$ cat src/rtl/dnsqp_pkg.sv
`timescale 1ns / 1ps
`default_nettype none

package dnsqp_pkg;

   // One input transaction: a message byte and its start marker.
   typedef struct packed {
      logic [7:0] data_byte;
      logic       start_of_message;
   } req_type;

   // One result transaction.
   typedef struct packed {
      logic [3:0]  field_kind;
      logic [15:0] field_value;
   } rsp_type;

   typedef enum logic [2:0] {
      PH_HEADER = 3'd0,
      PH_LENGTH = 3'd1,
      PH_LABEL  = 3'd2,
      PH_QTYPE  = 3'd3,
      PH_QCLASS = 3'd4,
      PH_IDLE   = 3'd5
   } phase_type;

   localparam logic [3:0] KIND_ID        = 4'd0;
   localparam logic [3:0] KIND_FLAGS     = 4'd1;
   localparam logic [3:0] KIND_QD_COUNT  = 4'd2;
   localparam logic [3:0] KIND_AN_COUNT  = 4'd3;
   localparam logic [3:0] KIND_NS_COUNT  = 4'd4;
   localparam logic [3:0] KIND_AR_COUNT  = 4'd5;
   localparam logic [3:0] KIND_NAME_CHAR = 4'd6;
   localparam logic [3:0] KIND_NAME_END  = 4'd7;
   localparam logic [3:0] KIND_QTYPE     = 4'd8;
   localparam logic [3:0] KIND_QCLASS    = 4'd9;

   localparam logic [3:0]  HEADER_LAST_INDEX = 4'd11;
   localparam logic [7:0]  DOT_CHAR          = 8'h2E;
   localparam logic [15:0] NAME_LENGTH_MAX   = 16'hFFFF;

   typedef struct packed {
      phase_type   phase;
      logic [3:0]  byte_index;
      logic [7:0]  held_high_byte;
      logic [7:0]  label_bytes_left;
      logic        first_label;
      logic [15:0] name_section_length;
      logic        question_present;
   } parse_state_type;

   localparam parse_state_type STATE_RESTART = '{
      phase:               PH_HEADER,
      byte_index:          4'd0,
      held_high_byte:      8'd0,
      label_bytes_left:    8'd0,
      first_label:         1'b1,
      name_section_length: 16'd0,
      question_present:    1'b0
   };

endpackage

`default_nettype wire

$ cat src/rtl/dnsqp_step.sv
`timescale 1ns / 1ps
`default_nettype none

// Next parse state and optional result for one accepted byte.
module dnsqp_step (
   input  dnsqp_pkg::parse_state_type state_cur,
   input  dnsqp_pkg::req_type         req,
   output dnsqp_pkg::parse_state_type state_next,
   output logic                       emit,
   output dnsqp_pkg::rsp_type         rsp
);

   dnsqp_pkg::parse_state_type cur;
   dnsqp_pkg::parse_state_type nxt;
   logic [15:0] word;
   logic [15:0] length_inc;

   // A start marker restarts the parse before the byte itself is taken.
   assign cur  = req.start_of_message ? dnsqp_pkg::STATE_RESTART : state_cur;
   assign word = {cur.held_high_byte, req.data_byte};
   assign length_inc = (cur.name_section_length == dnsqp_pkg::NAME_LENGTH_MAX) ?
                       cur.name_section_length : cur.name_section_length + 16'd1;

   always_comb begin
      nxt  = cur;
      emit = 1'b0;
      rsp  = '0;
      unique case (cur.phase)
         dnsqp_pkg::PH_HEADER: begin
            if (!cur.byte_index[0]) begin
               nxt.held_high_byte = req.data_byte;
               nxt.byte_index     = cur.byte_index + 4'd1;
            end else begin
               rsp.field_kind  = {1'b0, cur.byte_index[3:1]};
               rsp.field_value = word;
               emit            = 1'b1;
               if (rsp.field_kind == dnsqp_pkg::KIND_QD_COUNT) begin
                  nxt.question_present = (word != 16'd0);
               end
               if (cur.byte_index >= dnsqp_pkg::HEADER_LAST_INDEX) begin
                  nxt.byte_index = 4'd0;
                  nxt.phase = nxt.question_present ? dnsqp_pkg::PH_LENGTH
                                                   : dnsqp_pkg::PH_IDLE;
               end else begin
                  nxt.byte_index = cur.byte_index + 4'd1;
               end
            end
         end
         dnsqp_pkg::PH_LENGTH: begin
            nxt.name_section_length = length_inc;
            if (req.data_byte == 8'd0) begin
               nxt.phase       = dnsqp_pkg::PH_QTYPE;
               nxt.byte_index  = 4'd0;
               rsp.field_kind  = dnsqp_pkg::KIND_NAME_END;
               rsp.field_value = length_inc;
               emit            = 1'b1;
            end else begin
               nxt.label_bytes_left = req.data_byte;
               nxt.phase            = dnsqp_pkg::PH_LABEL;
               if (cur.first_label) begin
                  nxt.first_label = 1'b0;
               end else begin
                  rsp.field_kind  = dnsqp_pkg::KIND_NAME_CHAR;
                  rsp.field_value = {8'h00, dnsqp_pkg::DOT_CHAR};
                  emit            = 1'b1;
               end
            end
         end
         dnsqp_pkg::PH_LABEL: begin
            nxt.name_section_length = length_inc;
            nxt.label_bytes_left    = cur.label_bytes_left - 8'd1;
            if (nxt.label_bytes_left == 8'd0) begin
               nxt.phase = dnsqp_pkg::PH_LENGTH;
            end
            rsp.field_kind  = dnsqp_pkg::KIND_NAME_CHAR;
            rsp.field_value = {8'h00, req.data_byte};
            emit            = 1'b1;
         end
         dnsqp_pkg::PH_QTYPE, dnsqp_pkg::PH_QCLASS: begin
            if (cur.byte_index == 4'd0) begin
               nxt.held_high_byte = req.data_byte;
               nxt.byte_index     = 4'd1;
            end else begin
               nxt.byte_index  = 4'd0;
               rsp.field_value = word;
               emit            = 1'b1;
               if (cur.phase == dnsqp_pkg::PH_QTYPE) begin
                  nxt.phase      = dnsqp_pkg::PH_QCLASS;
                  rsp.field_kind = dnsqp_pkg::KIND_QTYPE;
               end else begin
                  nxt.phase      = dnsqp_pkg::PH_IDLE;
                  rsp.field_kind = dnsqp_pkg::KIND_QCLASS;
               end
            end
         end
         default: begin
            nxt = cur;
         end
      endcase
   end

   assign state_next = nxt;

endmodule

`default_nettype wire

$ cat src/rtl/dns_query_header_question_parser.sv
`timescale 1ns / 1ps
`default_nettype none

// Channel  Direction  Payload                          Transfer
// req      in         data_byte, start_of_message      req_valid & req_ready
// rsp      out        field_kind, field_value          rsp_valid & rsp_ready
//
// Each accepted byte is parsed in the cycle it is accepted; its result, if
// any, appears in the output register on the next cycle. One byte per cycle
// is sustained, limited only by the single output register.
// Reset is synchronous and active high; it places the parser at the first
// header byte with an empty output register.
// While a result waits in the output register and rsp_ready is low, the
// block stops taking bytes, including bytes that would give no result.
module dns_query_header_question_parser (
   input  logic               clock,
   input  logic               reset,
   input  logic               req_valid,
   output logic               req_ready,
   input  dnsqp_pkg::req_type req_data,
   output logic               rsp_valid,
   input  logic               rsp_ready,
   output dnsqp_pkg::rsp_type rsp_data
);

   // Running parse state, updated once per accepted transaction.
   dnsqp_pkg::parse_state_type state_ff;
   dnsqp_pkg::parse_state_type state_in;

   // Output register holding the pending result transaction.
   logic               rsp_valid_ff;
   dnsqp_pkg::rsp_type rsp_data_ff;

   logic               step_emit;
   dnsqp_pkg::rsp_type step_rsp;
   logic               req_fire;

   dnsqp_step u_step (
      .state_cur  (state_ff),
      .req        (req_data),
      .state_next (state_in),
      .emit       (step_emit),
      .rsp        (step_rsp)
   );

   // The output register can take a new result when it is empty or is
   // being drained in this same cycle.
   assign req_ready = !rsp_valid_ff || rsp_ready;
   assign req_fire  = req_valid && req_ready;

   always_ff @(posedge clock) begin
      if (reset) begin
         state_ff     <= dnsqp_pkg::STATE_RESTART;
         rsp_valid_ff <= 1'b0;
      end else begin
         if (req_fire) begin
            state_ff <= state_in;
         end
         if (req_fire && step_emit) begin
            rsp_valid_ff <= 1'b1;
         end else if (rsp_ready) begin
            rsp_valid_ff <= 1'b0;
         end
      end
   end

   // Payload needs no reset.
   always_ff @(posedge clock) begin
      if (req_fire && step_emit) begin
         rsp_data_ff <= step_rsp;
      end
   end

   assign rsp_valid = rsp_valid_ff;
   assign rsp_data  = rsp_data_ff;

`ifndef SYNTHESIS
   // A pending result always carries one of the defined kinds.
   assert property (@(posedge clock) disable iff (reset)
      rsp_valid_ff |-> (rsp_data_ff.field_kind <= dnsqp_pkg::KIND_QCLASS))
      else $error("result kind out of range");

   // Name characters are single bytes.
   assert property (@(posedge clock) disable iff (reset)
      (rsp_valid_ff && rsp_data_ff.field_kind == dnsqp_pkg::KIND_NAME_CHAR)
      |-> (rsp_data_ff.field_value[15:8] == 8'h00))
      else $error("name character wider than a byte");

   // Inside a label at least one character is still due.
   assert property (@(posedge clock) disable iff (reset)
      (state_ff.phase == dnsqp_pkg::PH_LABEL) |-> (state_ff.label_bytes_left != 8'd0))
      else $error("label phase with no characters left");

   // The header position never runs past the last header byte.
   assert property (@(posedge clock) disable iff (reset)
      (state_ff.phase == dnsqp_pkg::PH_HEADER)
      |-> (state_ff.byte_index <= dnsqp_pkg::HEADER_LAST_INDEX))
      else $error("header byte index out of range");
`endif

endmodule

`default_nettype wire
$ cat config.mk
export PLATFORM = sky130hd
export DESIGN_NAME = dns_query_header_question_parser
export DESIGN_NICKNAME = d
export VERILOG_FILES = /design/src/rtl/dnsqp_pkg.sv /design/src/rtl/dnsqp_step.sv /design/src/rtl/dns_query_header_question_parser.sv
export SDC_FILE = /design/constraint.sdc
export NUM_CORES = 1
export LEC_CHECK = 0
export CAP_MARGIN = 20
export CORE_MARGIN = 5
export CORE_UTILIZATION = 50
export CTS_BUF_LIST = sky130_fd_sc_hd__clkbuf_16
export DETAILED_ROUTE_END_ITERATION = 10
export DONT_BUFFER_PORTS = 1
export HOLD_SLACK_MARGIN = 0.06
export PLACE_DENSITY = 0.69
export SKIP_CTS_REPAIR_TIMING = 1
export SLEW_MARGIN = 0
export SYNTH_ARGS = -nofsm -noshare
export SYNTH_HDL_FRONTEND = slang
export SYNTH_HIERARCHICAL = 1
export SYNTH_SLANG_ARGS = --single-unit
$ cat constraint.sdc
create_clock -name clock -period 3.1 [get_ports clock]
set_clock_uncertainty 0.1 [all_clocks]
set_input_delay 0.31 -clock clock [delete_from_list [all_inputs] [get_ports clock]]
set_output_delay 0.31 -clock clock [all_outputs]
set_load 0.01 [all_outputs]
==> results.md <==
- Ys flop type: dfxtp_1
- Final core area utilization: 53.8%
- Final setup fails: 0
- Layout cells sized above 1: between 10% and 20%
- Initial drt markers: around 290
- WL per Instance: 18.8 um
- Largest delay share family, worst path: simple AND/OR/NAND/NOR gates
- CORE AREA: 9110 sq um
- CP max FO: 5
- Placed cell area: 4590 sq um
- Fillers: ~830
- Io pins: 35
- Crit path cell chain: nor2b_1 -> ha_1 -> nand4b_1 -> buf_4 -> nor4_1 -> a2111oi_2 -> xnor2_1 -> o21ai_1
- Setup CP Type: register to register
- Tightest hold margin: ~54 ps
- Largest net degree at the start of global routing: 84
- Die Area: 11200 sq um
- Max Fclk: between 300 and 400 MHz
- Met3 track demand over resource: 4.43%
- Clock sinks: just over 60
- YS warnings: 6
- Routed via count: 3970
- Die height: 106 um
- Hold path cells: 2
- Post-Synth Adder-Cell Area: 1.36%
- Residual DRC: 0
- Rows: 35
- Vias in the first global route: 3580
- Share of the yosys chip area belonging to registers: 31.3%
- Max Slew Vio Count: 0
- WP data required: 3060 ps
- Critical path launch point type: register
- Slowest-stage cell, CP: nor4_1
- Crit path buffers/inverters: 1
- Unrepaired setup endpoints after global routing: false
- CP endpoint kind: register
- DIE WIDTH: approximately 110 um
- Final TNS setup: 0 ps
- Antenna cells: 0
- Initial antenna violation count: 0
- Vias per cell: ~6.3
- Reg clk slew, reported paths: approximately 60 ps
- VDD IR-drop max: 0.000252 V
- Yosys cell types: 66
- DRT Pass-1 Iters: 5
- HP Start: req_valid
- Post-synth EDFFs: 20
- Place WS: 355 ps
- Syn Nets: roughly 550
- Slew HR: 38.6%
- Post-Syn Area per Cell: 8.69 sq um
- Post-route setup slack: 248 ps
- Leak pwr: 1.72 nW
- Status: finished clean
- CTS HTree Levels: 3
- TritonCTS clock tree: done
- Remaining antenna violation count after routing: 0
- Post-synthesis compound-gate area fraction: 17.8%
- Worst r2r src: state_ff[1]$_SDFFE_PP0P_
- Multiplexer area fraction after synthesis: 3.29%
- Post-Synth XOR/XNOR Area: 5.52%
- Register bit count reported by yosys: 62
- Total CTS buffers: 9
- Worst-Margin Slew: 909 ps
- Grt total ovfl: 0
- RR Endpoint: rsp_data[15]$_DFFE_PP_
- Post-synth ARST share: 0%
- Grt peak-use layer: met2
- Port buffer count: 0
- GRT Total Usage: between 20% and 30%
- Post-Route WL: approximately 12 mm
- Met1 Use GR: approximately 29%
- Hold Path Sink: state_ff[34]$_SDFFE_PP0P_
- Final min period: 2850 ps
- Post-Synth Simple-Gate Area: between 30% and 40%
- Initial Utilization: 50.5%
- Met2 usage: 32.5%
- Global-route wire length before repair: between 15 and 20 mm
- Detailed placement HPWL: approximately 7.7 mm
- Clk Tree Root Cell: clkbuf_16
- FF-to-FF setup slack: 250 ps
- Gate Count Post-Synth: 530
- Max Cap Viol: 0
- Final worst path period share: ~92%
- WP data arrival: 2810 ps
- Largest family of logic cells by synthesized area: simple AND/OR/NAND/NOR gates
- Net count, final: between 500 and 600
- Clk Latency, worst-skew pair: 320 ps
- Synthesized cell area: 4600 sq um
- Final Hold Viols: 0
- Hold Path Class: input port to register
- CP peak stage delay: 580 ps
- PnR Total Power: 1.94 mW
- Clock Tree Buf Depth: 2
- R2R depth: 8
- Final Cell Area: 4900 sq um
- Non-filler cells in the finished layout: about 630
- GPL Wtd Cong: 0.895
- P per Cell Area: 396 nW/um^2
- Area growth, synth to finish: 6.41%
- Placed Cells: 609
## layer usage
layer	vias to the layer above	part of all wire, %
met5	-	0
met4	0	1.6
met3	14	7.0
met2	159	44
met1	1893	47
li1	1904	-
## worst max-delay path by stage
stage	startpoint	to	slack [ps]	cells past startpoint
after global placement	state_ff[1]$_SDFFE_PP0P_	rsp_data[13]$_DFFE_PP_	460	8
after CTS	state_ff[1]$_SDFFE_PP0P_	rsp_data[15]$_DFFE_PP_	290	8
after detailed placement	state_ff[1]$_SDFFE_PP0P_	rsp_data[15]$_DFFE_PP_	350	8
after global routing	state_ff[1]$_SDFFE_PP0P_	rsp_data[13]$_DFFE_PP_	80	8
after floorplan	req_data[0]	rsp_data[0]$_DFFE_PP_	140	11
final	state_ff[1]$_SDFFE_PP0P_	rsp_data[15]$_DFFE_PP_	250	8
## cells in the final DEF, fill, tap and decap left out, drive strengths merged, types with 4 or more instances in the layout
cell,instances
nor3,9
and3,5
clkinv,5
nand2b,56
mux2,9
xnor2,22
a21oi,18
nor2,26
nand4,6
a211o,5
a22o,6
nor2b,24
edfxtp,20
dfxtp,42
nand4b,41
or4,4
ha,5
buf,11
and2,5
nand3,11
nor4,10
or3,4
o21ai,65
clkbuf,9
xor2,7
nand2,38
inv,7
## cells by family (layout without fill, tap and decap cells)
| family | Yosys count | in the layout |
|---|---|---|
| compound gates | 119 | 119 |
| xor+xnor | 29 | 29 |
| fa+ha+maj | 5 | 5 |
| buf+inv | 50 | 36 |
| flops | 62 | 62 |
| mux | 11 | 11 |
| simple gates | 254 | 254 |
## state kept, by name, summed over array words and instances, names as in the netlist
name and flops:
rsp_valid 1, state_ff 41, rsp_data 20
## layout make-up
type	count	area [sq um]	area share (%)
Clock buffer	9	225	4.60
Clock inverter	7	65.1	1.33
Inverter	7	26.3	0.536
Multi-Input combinational cell	418	2900	59.2
Sequential cell	62	1440	29.4
Tap cell	111	139	2.83
Timing Repair Buffer	13	103	2.09
## Yosys cell counts, types with 2 or more instances
cell / instances / share of area, %
ha_1: 5 / 1.4
nor2_1: 26 / 2.1
mux2i_1: 2 / 0.43
or3_1: 4 / 0.54
xor2_1: 7 / 1.3
o311ai_0: 3 / 0.57
nor4_1: 9 / 1.2
a211o_1: 5 / 0.95
edfxtp_1: 20 / 13
o21ai_2: 17 / 3.2
nor4b_1: 2 / 0.38
nand2b_4: 2 / 0.60
o21ai_1: 24 / 2.6
and4b_1: 2 / 0.43
nand4_1: 6 / 0.82
mux2_4: 8 / 2.6
o21ai_0: 24 / 2.6
buf_2: 14 / 1.5
clkbuf_1: 19 / 1.5
nor2b_1: 24 / 3.3
or4_1: 3 / 0.49
a21o_1: 2 / 0.33
buf_1: 2 / 0.16
nor3_1: 8 / 0.87
nand2_1: 38 / 3.1
nand3b_1: 2 / 0.33
nand4b_1: 41 / 7.8
and3_1: 5 / 0.68
nand3_1: 11 / 1.2
a221o_1: 3 / 0.65
a21oi_1: 17 / 1.8
a22o_1: 6 / 1.1
nand2b_1: 54 / 7.3
buf_6: 8 / 2.0
dfxtp_1: 42 / 18
o211ai_1: 3 / 0.49
o22ai_1: 3 / 0.41
or2_2: 2 / 0.27
and2_1: 3 / 0.41
xnor2_1: 22 / 4.2
inv_1: 7 / 0.57
## report_power, final
group,internal [mW],switching [mW]
registers,0.850,0.0138
logic,0.0568,0.0535
clock network,0.615,0.352
total,1.52,0.419
Power figures use the tool's default switching activity.
